### config.mk
export PLATFORM = sky130hd
export DESIGN_NAME = extended_gcd_modular_inverse_top
export DESIGN_NICKNAME = d
export VERILOG_FILES = /design/src/hdl/egcd_pkg.sv /design/src/hdl/egcd_seq.sv /design/src/hdl/egcd_dpath.sv /design/src/hdl/extended_gcd_modular_inverse_top.sv
export SDC_FILE = /design/constraint.sdc
export NUM_CORES = 1
export LEC_CHECK = 0
export ABC_AREA = 1
export BUFFER_PORTS_ARGS = -buffer_cell sky130_fd_sc_hd__buf_2
export CAP_MARGIN = 20
export CORE_ASPECT_RATIO = 1.25
export CORE_MARGIN = 5
export CORE_UTILIZATION = 30
export DETAILED_ROUTE_END_ITERATION = 6
export MAX_ROUTING_LAYER = met4
export PLACE_DENSITY = 0.54
export SLEW_MARGIN = 10
export SYNTH_ARGS = -nofsm -noshare
export SYNTH_HDL_FRONTEND = slang
export SYNTH_SLANG_ARGS = --single-unit
### constraint.sdc
create_clock -name clk -period 18 [get_ports clk]
set_input_delay 0.9 -clock clk [delete_from_list [all_inputs] [get_ports clk]]
set_output_delay 0.9 -clock clk [all_outputs]
set_load 0.005 [all_outputs]
### src/hdl/egcd_pkg.sv
// Shared types, constants and the microcode program for the extended GCD block.
// Used by egcd_seq, egcd_dpath, the top level and the checker. No dependencies.
package egcd_pkg;

  localparam int OPND_W = 31;  // operand, gcd and inverse field width
  localparam int COEF_W = 32;  // Bezout coefficient field width
  localparam int PC_W   = 4;

  typedef struct packed {
    logic [OPND_W-1:0] a_value;
    logic [OPND_W-1:0] b_value;
  } in_word_t;

  typedef struct packed {
    logic [OPND_W-1:0]        gcd_value;
    logic signed [COEF_W-1:0] bezout_x;
    logic signed [COEF_W-1:0] bezout_y;
    logic [OPND_W-1:0]        inverse_value;
    logic                     inverse_exists;
  } out_word_t;

  typedef enum logic [2:0] {
    OP_NOP,
    OP_LOAD,
    OP_INIT,
    OP_ALIGN,
    OP_SUB,
    OP_SWAP,
    OP_FINISH,
    OP_EMIT
  } op_t;

  typedef enum logic [2:0] {
    C_NONE,
    C_ALWAYS,
    C_NO_START,
    C_R1_ZERO,
    C_ALIGN,
    C_CNT_NZ
  } cond_t;

  typedef struct packed {
    op_t             op;
    cond_t           cond;
    logic [PC_W-1:0] target;
  } uword_t;

  // datapath flags seen by the sequencer
  typedef struct packed {
    logic r1_zero;
    logic align_ok;
    logic cnt_nz;
  } status_t;

  // step addresses
  localparam logic [PC_W-1:0] UA_IDLE   = 4'd0;
  localparam logic [PC_W-1:0] UA_LOAD   = 4'd1;
  localparam logic [PC_W-1:0] UA_TEST   = 4'd2;
  localparam logic [PC_W-1:0] UA_INIT   = 4'd3;
  localparam logic [PC_W-1:0] UA_ALIGN  = 4'd4;
  localparam logic [PC_W-1:0] UA_SUB    = 4'd5;
  localparam logic [PC_W-1:0] UA_SWAP   = 4'd6;
  localparam logic [PC_W-1:0] UA_FINISH = 4'd7;
  localparam logic [PC_W-1:0] UA_EMIT   = 4'd8;

  // Program: jump to target when cond holds, else fall through to pc+1.
  // Operands are loaded on every idle cycle, so the last load is the accepted word.
  function automatic uword_t ucode(input logic [PC_W-1:0] pc);
    uword_t w;
    unique case (pc)
      UA_IDLE:   w = '{op: OP_LOAD,   cond: C_NO_START, target: UA_IDLE};
      UA_LOAD:   w = '{op: OP_NOP,    cond: C_NONE,     target: UA_IDLE};
      UA_TEST:   w = '{op: OP_NOP,    cond: C_R1_ZERO,  target: UA_FINISH};
      UA_INIT:   w = '{op: OP_INIT,   cond: C_NONE,     target: UA_IDLE};
      UA_ALIGN:  w = '{op: OP_ALIGN,  cond: C_ALIGN,    target: UA_ALIGN};
      UA_SUB:    w = '{op: OP_SUB,    cond: C_CNT_NZ,   target: UA_SUB};
      UA_SWAP:   w = '{op: OP_SWAP,   cond: C_ALWAYS,   target: UA_TEST};
      UA_FINISH: w = '{op: OP_FINISH, cond: C_NONE,     target: UA_IDLE};
      UA_EMIT:   w = '{op: OP_EMIT,   cond: C_ALWAYS,   target: UA_IDLE};
      default:   w = '{op: OP_NOP,    cond: C_ALWAYS,   target: UA_IDLE};
    endcase
    return w;
  endfunction

endpackage

### src/hdl/egcd_seq.sv
// Microcode sequencer: step counter, program table lookup and conditional jumps.
// Depends on egcd_pkg.
module egcd_seq (
  input  logic               clk,
  input  logic               rst,
  input  logic               start,
  input  egcd_pkg::status_t  status,
  output egcd_pkg::op_t      op,
  output logic               busy
);

  logic [egcd_pkg::PC_W-1:0] pc;
  logic [egcd_pkg::PC_W-1:0] pc_next;
  egcd_pkg::uword_t          uw;
  logic                      take;

  assign uw = egcd_pkg::ucode(pc);

  always_comb begin
    unique case (uw.cond)
      egcd_pkg::C_NONE:     take = 1'b0;
      egcd_pkg::C_ALWAYS:   take = 1'b1;
      egcd_pkg::C_NO_START: take = !start;
      egcd_pkg::C_R1_ZERO:  take = status.r1_zero;
      egcd_pkg::C_ALIGN:    take = status.align_ok;
      egcd_pkg::C_CNT_NZ:   take = status.cnt_nz;
      default:              take = 1'b1;
    endcase
    pc_next = take ? uw.target : pc + egcd_pkg::PC_W'(1);
  end

  always_ff @(posedge clk) begin
    if (rst) begin
      pc <= egcd_pkg::UA_IDLE;
    end else begin
      pc <= pc_next;
    end
  end

  assign op   = uw.op;
  assign busy = (pc != egcd_pkg::UA_IDLE);

endmodule

### src/hdl/egcd_dpath.sv
// Datapath: remainder and coefficient registers, shift-subtract quotient steps,
// inverse normalization and result register. Depends on egcd_pkg.
module egcd_dpath #(
  parameter int DW = 31
) (
  input  logic                 clk,
  input  logic                 rst,
  input  egcd_pkg::op_t        op,
  input  egcd_pkg::in_word_t   operands,
  output egcd_pkg::status_t    status,
  output logic                 done,
  output egcd_pkg::out_word_t  result
);

  localparam int SW = DW + 2;                                      // coefficient width
  localparam int CW = (DW > 1) ? $clog2(DW) : 1;                   // quotient bit index
  localparam int EW = (DW > egcd_pkg::OPND_W) ? DW : egcd_pkg::OPND_W;
  localparam int XW = (SW > egcd_pkg::COEF_W) ? SW : egcd_pkg::COEF_W;

  logic [DW-1:0]        b_reg;
  logic [DW-1:0]        r0, r1, dsh;
  logic signed [SW-1:0] s0, s1, t0, t1, ssh, tsh;
  logic [CW-1:0]        cnt;

  logic [EW-1:0]        a_ext, b_ext, g_ext, i_ext;
  logic signed [XW-1:0] x_ext, y_ext;
  logic                 fits;
  logic                 exists;
  logic signed [SW-1:0] inv_full;
  logic [DW-1:0]        inv_val;

  assign a_ext = EW'(operands.a_value);
  assign b_ext = EW'(operands.b_value);

  // divisor multiple still fits under the running remainder
  assign fits = (dsh <= r0);

  assign status.r1_zero  = (r1 == '0);
  assign status.align_ok = ({dsh, 1'b0} <= {1'b0, r0});
  assign status.cnt_nz   = (cnt != '0);

  assign exists   = (r0 == DW'(1)) && (b_reg != '0);
  // |s0| < b whenever the inverse exists, so one conditional add normalizes it
  assign inv_full = s0[SW-1] ? s0 + $signed(SW'(b_reg)) : s0;
  assign inv_val  = exists ? inv_full[DW-1:0] : '0;

  assign g_ext = EW'(r0);
  assign i_ext = EW'(inv_val);
  assign x_ext = XW'(s0);
  assign y_ext = XW'(t0);

  always_ff @(posedge clk) begin
    if (rst) begin
      done <= 1'b0;
    end else begin
      done <= (op == egcd_pkg::OP_EMIT);
    end
  end

  always_ff @(posedge clk) begin
    unique case (op)
      egcd_pkg::OP_NOP: begin
      end
      egcd_pkg::OP_LOAD: begin
        b_reg <= b_ext[DW-1:0];
        r0    <= a_ext[DW-1:0];
        r1    <= b_ext[DW-1:0];
        s0    <= SW'(1);
        s1    <= '0;
        t0    <= '0;
        t1    <= SW'(1);
      end
      egcd_pkg::OP_INIT: begin
        dsh <= r1;
        ssh <= s1;
        tsh <= t1;
        cnt <= '0;
      end
      egcd_pkg::OP_ALIGN: begin
        if (status.align_ok) begin
          dsh <= {dsh[DW-2:0], 1'b0};
          ssh <= ssh <<< 1;
          tsh <= tsh <<< 1;
          cnt <= cnt + CW'(1);
        end
      end
      egcd_pkg::OP_SUB: begin
        // one quotient bit: take off the shifted multiples from r0, s0, t0
        if (fits) begin
          r0 <= r0 - dsh;
          s0 <= s0 - ssh;
          t0 <= t0 - tsh;
        end
        if (status.cnt_nz) begin
          dsh <= dsh >> 1;
          ssh <= ssh >>> 1;
          tsh <= tsh >>> 1;
          cnt <= cnt - CW'(1);
        end
      end
      egcd_pkg::OP_SWAP: begin
        r0 <= r1;
        r1 <= r0;
        s0 <= s1;
        s1 <= s0;
        t0 <= t1;
        t1 <= t0;
      end
      egcd_pkg::OP_FINISH: begin
        result.gcd_value      <= g_ext[egcd_pkg::OPND_W-1:0];
        result.bezout_x       <= x_ext[egcd_pkg::COEF_W-1:0];
        result.bezout_y       <= y_ext[egcd_pkg::COEF_W-1:0];
        result.inverse_value  <= i_ext[egcd_pkg::OPND_W-1:0];
        result.inverse_exists <= exists;
      end
      egcd_pkg::OP_EMIT: begin
      end
      default: begin
      end
    endcase
  end

endmodule

### src/hdl/extended_gcd_modular_inverse_top.sv
// Extended Euclid / modular inverse: usage notes.
// Command port: drive operands and raise start; the word is taken at a clock
// edge with start high and busy low. busy stays high until the result is out.
// Result port: done is high for exactly one cycle with the result word valid
// on result (gcd, Bezout x and y, a^-1 mod b and its exists flag). There is no
// back-pressure; the receiver must take the word in that cycle.
// Run: each Euclid step does test, init, the align and subtract passes of the
// shift-subtract unit over the quotient bit positions, and swap; a run adds
// setup, final test, finish and emit. A new command can be taken the cycle
// done is high.
// The next command waits for the whole run: one datapath, one item at a time.
// Reset (rst, synchronous) returns the sequencer to idle and clears done.
// Operands are cut to DATA_WIDTH bits. Depends on egcd_pkg, egcd_seq,
// egcd_dpath.
module extended_gcd_modular_inverse_top #(
  parameter int DATA_WIDTH = 31
) (
  input  logic                 clk,
  input  logic                 rst,
  input  logic                 start,
  input  egcd_pkg::in_word_t   operands,
  output logic                 busy,
  output logic                 done,
  output egcd_pkg::out_word_t  result
);

  egcd_pkg::op_t     op;
  egcd_pkg::status_t status;

  egcd_seq u_seq (
    .clk    (clk),
    .rst    (rst),
    .start  (start),
    .status (status),
    .op     (op),
    .busy   (busy)
  );

  egcd_dpath #(
    .DW (DATA_WIDTH)
  ) u_dpath (
    .clk      (clk),
    .rst      (rst),
    .op       (op),
    .operands (operands),
    .status   (status),
    .done     (done),
    .result   (result)
  );

endmodule

**Word-level counts from Yosys, hierarchy flattened**

Memory sizes are Yosys's and may differ from the RTL's. A register that Yosys moved wholly into a read port is not among the register bits.
Index checks and enable logic that the tools add are counted.

- Bits in writable memories: 0
- Latch bits: 0
- Input port bits: 65
- Memory bits (read-only): 144
- Bits in registers: 459
- Memories: 1

Memory list:

| name | words | bits a word | rd ports | clocked after Yosys merged registers in | write ports | RTL line | source |
|---|---|---|---|---|---|---|---|
| (no name shown) | 16 | 9 | 1 | 1 | 0 | egcd_pkg.sv:70 | `unique case (pc)` |

- Add/subtract/negate cells: 7
- Muxes and demuxes: 25
- Equal/unequal tests: 15
- Reduce and logical (&&, ||, !) cells: 14
- $lt $le $gt $ge: 2
- Div/mod/pow operators: 0
- Bitwise gates (word level): 1
- Shift operators: 0
- Multipliers: 0

Operators by type and width:

| kind | count |
|---|---|
| one-hot mux 33 bit (3 select lines) | 4 |
| one-hot mux 31 bit (3 select lines) | 2 |
| 2-to-1 mux 33 bit | 4 |
| one-hot mux 33 bit (2 select lines) | 2 |
| 2-to-1 mux 31 bit | 4 |
| subtractor 33 bit | 2 |
| 2-to-1 mux 32 bit | 2 |
| one-hot mux 31 bit (2 select lines) | 1 |
| less-or-equal comparator 32 x 31 -> 1 bit | 1 |
| adder 31 bit | 1 |
| equality test 31 x 1 -> 1 bit, second input constant | 1 |
| less-or-equal comparator 31 bit | 1 |
| logical NOT 31 bit | 1 |
| nonzero test 31 bit | 1 |
| subtractor 31 bit | 1 |
| equality test 3 bit, second input constant | 6 |
| one-hot mux 5 bit (3 select lines) | 1 |
| equality test 3 x 2 -> 1 bit, second input constant | 4 |
| 2-to-1 mux 5 bit | 2 |
| 2-to-1 mux 4 bit | 2 |
| AND reduction 3 bit | 2 |
| nonzero test 3 bit | 2 |
| adder 5 x 1 -> 5 bit, second input constant | 1 |
| one-hot mux 1 bit (5 select lines) | 1 |
| 13 further kinds | 15 |

**Logic depth before layout (Yosys ltp)**

Gate-level depths: netlist of the first run.

- Depth in word-level cells: 4
- Depth in mapped cells: 22
- Depth with buffers taken out: 22

**Modules after synthesis**

Synthesis of the first run repeated with hierarchy kept, for this count alone.

- Cells, all modules: 3,118
- Area total of the unflattened synthesis: 27,448.8 um^2

By module, submodules not included:

| module | times used | cells each | area an instance (um^2) |
|---|---|---|---|
| egcd_dpath | 1 | 3,024 | 26,734.4 |
| egcd_seq | 1 | 94 | 714.4 |

**Worst setup path before layout of the first run**

No wires, ideal clock.

- Kind: reg-to-reg
- Start: register, netlist name u_seq.uw[8]
- End: register, netlist name u_dpath.result[0]
- Path slack: 8.215 ns
- Cell stages (with the launch flop): 3
- Buffers on the path: 0
- Data arrival time: 9.015 ns
- Library setup time: 0.769 ns
- Clock period less this slack: 9.785 ns
- Cells stage by stage: dfxtp_1 > inv_1 > nor3_1

- Word-level cells in the longest chain between the ends: 1

Ends and longest elaborated chain:

| what | RTL line | source |
|---|---|---|
| equality test 3 bit | egcd_dpath.sv:61 | `unique case (op)` |

No other way between the ends.
A chain may end at the register's enable or synchronous reset.

**Worst setup path in the final report of the first run**

- Start: register, netlist name u_seq.uw[9]
- End: register u_dpath.dsh[28] (enable)

- Word-level cells in the longest chain between the ends: 3
- Elaborated cells on any way between the ends: 7
- Those cells by class: eq/ne (5); reduce/logical (2)

Ends and longest elaborated chain:

| what | RTL line | source |
|---|---|---|
| equality test 3 x 2 -> 1 bit or equality test 3 bit (tied branches) | egcd_dpath.sv:61 |  |
| inequality test 2 bit (no line) or nonzero test 3 bit (tied branches) | -- |  |
| AND reduction 3 bit (no line) (*) | -- |  |
| to (signal assigned) | egcd_dpath.sv:74 | `dsh <= r1;` |
| to (signal assigned) | egcd_dpath.sv:81 | `dsh <= {dsh[DW-2:0], 1'b0};` |
| to (signal assigned) | egcd_dpath.sv:95 | `dsh <= dsh >> 1;` |
| to (decl) | egcd_dpath.sv:21 | `logic [DW-1:0] r0, r1, dsh;` |

Mark *: on every way between the ends. The rest lies on a longest branch, timed or not.

==> results of run 1 <==
==> layout by cell type (no fill, tap or decap), drive strengths merged, types with 21 or more instances in the layout <==
| master | Yosys | final |
|---|---|---|
| nor4 | 21 | 21 |
| clkbuf | 50 | 66 |
| ha | 164 | 164 |
| nand3 | 82 | 82 |
| edfxtp | 454 | 454 |
| nand2 | 668 | 668 |
| nor3 | 21 | 21 |
| buf | 27 | 213 |
| o221ai | 96 | 96 |
| o211ai | 23 | 23 |
| a21o | 21 | 21 |
| nor2 | 275 | 275 |
| nand4 | 26 | 26 |
| inv | 426 | 429 |
| a21oi | 206 | 206 |
| o21ai | 211 | 211 |
==> final cells by class <==
| cell class | instances | area [sq um] | area share |
|---|---|---|---|
| sequential | 468 | 13900 | 0.449 |
| clock buffer | 66 | 1380 | 0.0444 |
| clock inverter | 32 | 457 | 0.0147 |
| antenna | 1 | 2.50 | 0.0000807 |
| inverter | 427 | 1610 | 0.0519 |
| multi-input combinational | 1958 | 11000 | 0.356 |
| tap | 1178 | 1470 | 0.0475 |
| timing repair buffer | 213 | 1130 | 0.0364 |
==> kinds of logic (layout without fill, tap and decap cells) <==
family,Yosys count,count (layout),share of synthesized area
and+or+nand+nor,1121,1121,0.173
AOI/OAI and AO/OA,631,631,0.144
buffers and inverters,504,738,0.0719
DFF,468,468,0.519
adders and majority gates,169,169,0.0802
xor gates and xnor gates,37,37,0.0121
other,0,1,0
==> critical path, delay by kind of cell, from the launching register on <==
| family | cells | cell delay (ns) |
|---|---|---|
| buffers and inverters | 6 | 2.70 |
| and+or+nand+nor | 2 | 0.33 |
| AOI/OAI and AO/OA | 1 | 0.71 |
| DFF | 1 | 0.36 |
==> through the flow <==
stage	setup WS (ns)	total power, mW	std cells	area (sq um)
2_1_floorplan	8.22	4.40	2930	26800
3_3_place_gp	13.48	5.39	4243	29100
3_5_place_dp	13.33	5.42	4244	29200
4_1_cts	13.35	6.62	4342	31000
5_1_grt	13.14	7.10	4342	31000
6_report	13.43	6.57	4343	31000
==> power by group through the flow <==
stage | Combinational (mW) | Clock (mW) | Sequential (mW)
finish | 3.25 | 1.17 | 2.15
global route | 3.67 | 1.24 | 2.18
CTS | 3.27 | 1.20 | 2.15
detailed placement | 3.25 | 0 | 2.17
global placement | 3.23 | 0 | 2.17
floorplan | 2.35 | 0 | 2.05
==> metal layers <==
| metal | part of all wire | wire length (um) |
|---|---|---|
| met5 | 0 | 0 |
| met4 | 0.042 | 3650 |
| met3 | 0.048 | 4140 |
| met2 | 0.50 | 43000 |
| met1 | 0.41 | 36000 |
==> how the worst max path moves through the flow <==
stage	from	end	slack (ns)	cells past startpoint
after floorplan	u_seq.uw[8]	u_dpath.result[0]	8.22	2
after global placement	u_seq.uw[9]	u_dpath.dsh[6]	13.48	9
after detailed placement	u_seq.uw[9]	u_dpath.dsh[5]	13.33	9
after CTS	u_seq.uw[9]	u_dpath.dsh[28]	13.35	9
after global routing	u_seq.uw[9]	u_dpath.dsh[28]	13.14	9
final	u_seq.uw[9]	u_dpath.dsh[28]	13.43	9
==> flow_summary.ini, run 1 <==
[clock_tree]
clkSlewWorstSetupHoldPaths_ns = 0.07
cts_setup_buffers = 0
cts_tree = built
cts_buffers = 52
hold_buffers = 0
root_buffer = clkbuf_16
cts.sinks = 468
clkLatencyLatePin_ns = 0.63
cts_buffer_depth = 3
ctsResizeCount = 0
htreeDepth = 2

[synthesis]
synth_top_cell_by_area = edfxtp_1
synthCells = 2930
syn-cell-area_sq_um = 26800
synth_edf_count = 454
synthTopCellsByArea = edfxtp_1, nand2_1, ha_1
synth_top_area_frac = 0.508
synth.most_common_cell = nand2_1
synth_flop_cell = edfxtp_1
synth_cell_types = 63
avgSynthCellArea_sq_um = 9.15
syn_nets = 3164
ys_ff_latch = 468
ys_seq_area_frac = 0.519
yosysWarningCount = 0
ys_top_cells_by_count = nand2_1, edfxtp_1, inv_1
ys_async_sr_fraction = 0

[worst_setup_path]
crit_path_top_delay_cell = o21ai_4
cp_slowest_stage_delay_ns = 0.71
crit_arrival_ns = 4.81
crit_top_cell = buf_4
r2r_end = u_dpath.dsh[28]
cp-start-kind = flip-flop
r2r_start = u_seq.uw[9]
worst_ep_required_time_ns = 18.23
reg2reg_slack_ns = 13.43
critPathKind = flip-flop to flip-flop
worstPathCellList = inv_1 > nor2_1 > inv_2 > nor2_4 > buf_4 > inv_4 > o21ai_4 > buf_4 > buf_4
crit_path_max_fanout = 77
worst_setup_path_end_kind = flip-flop
rr_worst_depth = 9

[sta]
tightestPinTransition_ns = 1.06
setup_tns_ns = 0
final-hold-violation-count = 0
slew_violations = 0
finalCriticalPeriod_ns = 4.57
max_freq_mhz = 219
rsz0062_at_grt = false
finalCritPeriodShare = 0.254
maxSlewHeadroom = 0.284
hold-worst-slack_ns = 0.445
finalSetupViolCount = 0
fin_skew_ns = 0.0352

[global_route]
grt_pass1_wl_um = 131000
grt.busiest_layer = met2
groute.usage.overall = 0.181
first_global_vias = 21600
grt_overflow = 0
met3_usage = 0.0288
use_met1 = 0.214
antenna_found_initial = 1
met2_usage = 0.313
grt_max_degree = 85

[power]
intPower_mw = 3.52
power_frac_clock = 0.178
ir_worst_vdd_mv = 0.0918
p_leak_nw = 13.3
p_sw_frac = 0.464
pwr-share-seq = 0.327
p_per_area_nw_per_um2 = 212
p_sw_mw = 3.05
combPwrFrac = 0.495

[floorplan]
die-height_um = 344
die-area_sq_um = 95500
io_pins = 194
core_sq_um = 88700
die_width_um = 277
start_util = 0.302
rows = 122

[route]
drt-wirelength-per-cell_um = 20.0
drt-vias-per-instance = 4.95
drt-pass1-iter-count = 5
drc = 0
routed_wirelength_um = 86800
vias = 21500
first_iter_violations = 1578
ant_nets = 0

[finish]
nFillCells = 9031
final_util = 0.350
largest_register = u_dpath.result
final_layout_size_suffix_gt1_frac = 0.112
nNetsFinal = 3354
largest_reg_flops = 127
area_delta_synth_final_pct = 15.6

[status]
outcome = finished, final reports clean

[place]
hpwl_um = 65100
gp_congestion = 0.931
io_buffers = 193

[hold_path]
hp-class = flip-flop to flip-flop
hold_end = u_dpath.result[96]
holdPathStages = 0
hold_start = u_dpath.g_ext[0]

[run]
cap_violations = 0
Power figures use the tool's default switching activity.
==> inputs of run 2 (changes only) <==
- PLACE_DENSITY: 0.54 -> 0.56
- clock period: 18 -> 4.2 ns (I/O delays scaled with it)
==> flow_summary.ini, run 2 (same netlist as run 1, synthesis figures left out) <==
[finish]
area_delta_synth_final_pct = 17.3
final_layout_size_suffix_gt1_frac = 0.108
mostFrequentLayoutCells = nand2_1, edfxtp_1, inv_1, nor2_1, a21oi_1
final_util = 0.355
largest_reg_flops = 127
largest_register = u_dpath.result
nNetsFinal = 3416
final_common_cell = nand2_1

[worst_setup_path]
crit_cells = 7
worst_ep_required_time_ns = 4.68
crit_top_cell = nor4_1
cp-endpoint = u_dpath.result[8]
crit_arrival_ns = 3.90
crit_path_max_fanout = 20
crit_path_start = u_dpath.g_ext[24]
r2r_end = u_dpath.result[8]
critical-path-top-delay-family = simple AND/OR/NAND/NOR gates
rr_worst_depth = 7
reg2reg_slack_ns = 0.78
critical_path_buf_inv_count = 1
critPathKind = flip-flop to flip-flop
crit_path_top_delay_cell = nand2_1
r2r_start = u_dpath.g_ext[24]
worst_setup_path_end_kind = flip-flop
cp_slowest_stage_delay_ns = 0.62
worstPathCellList = nor4_1 > nand4_1 > nor4_1 > nand2_1 > inv_1 > o21ai_0 > a31oi_1
cp-start-kind = flip-flop

[floorplan]
die-area_sq_um = 95500
io_pins = 194
die_width_um = 277
rows = 122
start_util = 0.302
core_sq_um = 88700
die-height_um = 344

[route]
vias = 21900
drt-wirelength-per-cell_um = 19.9
drt-pass1-iter-count = 5
first_iter_violations = 1537
drt-vias-per-instance = 4.98
ant_nets = 0
routed_wirelength_um = 87700
drc = 0

[clock_tree]
root_buffer = clkbuf_16
cts_buffer_depth = 3
cts.sinks = 468
hold_buffers = 61
cts_tree = built
cts_setup_buffers = 0
clkSlewWorstSetupHoldPaths_ns = 0.07
clkLatencyLatePin_ns = 0.63
cts_buffers = 48
ctsResizeCount = 0
htreeDepth = 2

[sta]
finalSetupViolCount = 0
final-hold-violation-count = 0
tightestPinTransition_ns = 1.12
maxSlewHeadroom = 0.246
finalCriticalPeriod_ns = 3.42
slew_violations = 0
max_freq_mhz = 292
fin_skew_ns = 0.0399
rsz0062_at_grt = false
finalCritPeriodShare = 0.815
setup_tns_ns = 0

[global_route]
grt_overflow = 0
use_met1 = 0.222
first_global_vias = 21700
groute.usage.overall = 0.183
met3_usage = 0.0268
met2_usage = 0.318
grt_pass1_wl_um = 132000
grt_max_degree = 159
grt.busiest_layer = met2
antenna_found_initial = 3

[status]
outcome = finished, final reports clean

[place]
gp_congestion = 0.940
io_buffers = 193
hpwl_um = 64800

[power]
p_leak_nw = 13.5
p_per_area_nw_per_um2 = 880
ir_worst_vdd_mv = 0.593
p_total_mw = 27.7

[hold_path]
hold_start = operands[56]
hp-class = input port to flip-flop

[run]
cap_violations = 0
[run 2: worst min-delay path by stage]
stage | depth (start not counted) | to
after floorplan | 1 | u_dpath.done
after global placement | 1 | u_dpath.b_reg[7]
after detailed placement | 1 | u_dpath.b_reg[13]
after CTS | 4 | u_dpath.g_ext[25]
after global routing | 4 | u_dpath.g_ext[25]
final | 4 | u_dpath.g_ext[25]
[run 2: layout make-up]
| type | count | area [sq um] |
|---|---|---|
| antenna | 3 | 7.51 |
| timing repair buffer | 279 | 1840 |
| clock inverter | 30 | 332 |
| multi-input combinational | 1958 | 11000 |
| clock buffer | 60 | 1250 |
| fill | 9002 | 57200 |
| tap | 1178 | 1470 |
| inverter | 427 | 1610 |
| sequential | 468 | 13900 |
[run 2: where the power goes]
group / leakage, nW / total [mW] / internal [mW] / switching (mW)
clock: 0.763 / 4.46 / 2.49 / 1.97
sequential: 4.43 / 9.15 / 7.71 / 1.43
combinational: 8.26 / 14.1 / 4.45 / 9.64
[run 2: worst reg2reg max path, cell delays in order, from the launching register on]
cell,delay (ns)
edfxtp_1,0.44
nor4_1,0.45
nand4_1,0.24
nor4_1,0.60
nand2_1,0.63
inv_1,0.59
o21ai_0,0.17
a31oi_1,0.16
[run 2: stage by stage]
stage          cell area, sq um  cells  hold WS (ns)  setup WS, ns
2_1_floorplan             26900   2930         0.289        0.0832
3_3_place_gp              29300   4249         0.405         0.838
3_5_place_dp              29300   4249         0.414         0.806
4_1_cts                   31500   4400        0.0286         0.795
5_1_grt                   31500   4401        0.0817         0.499
6_report                  31500   4403        0.0782         0.777
[run 2: layer usage]
metal,wire (um),share of wire
met1,36700,0.42
met2,43700,0.50
met3,4540,0.052
met4,2840,0.032
met5,0,0
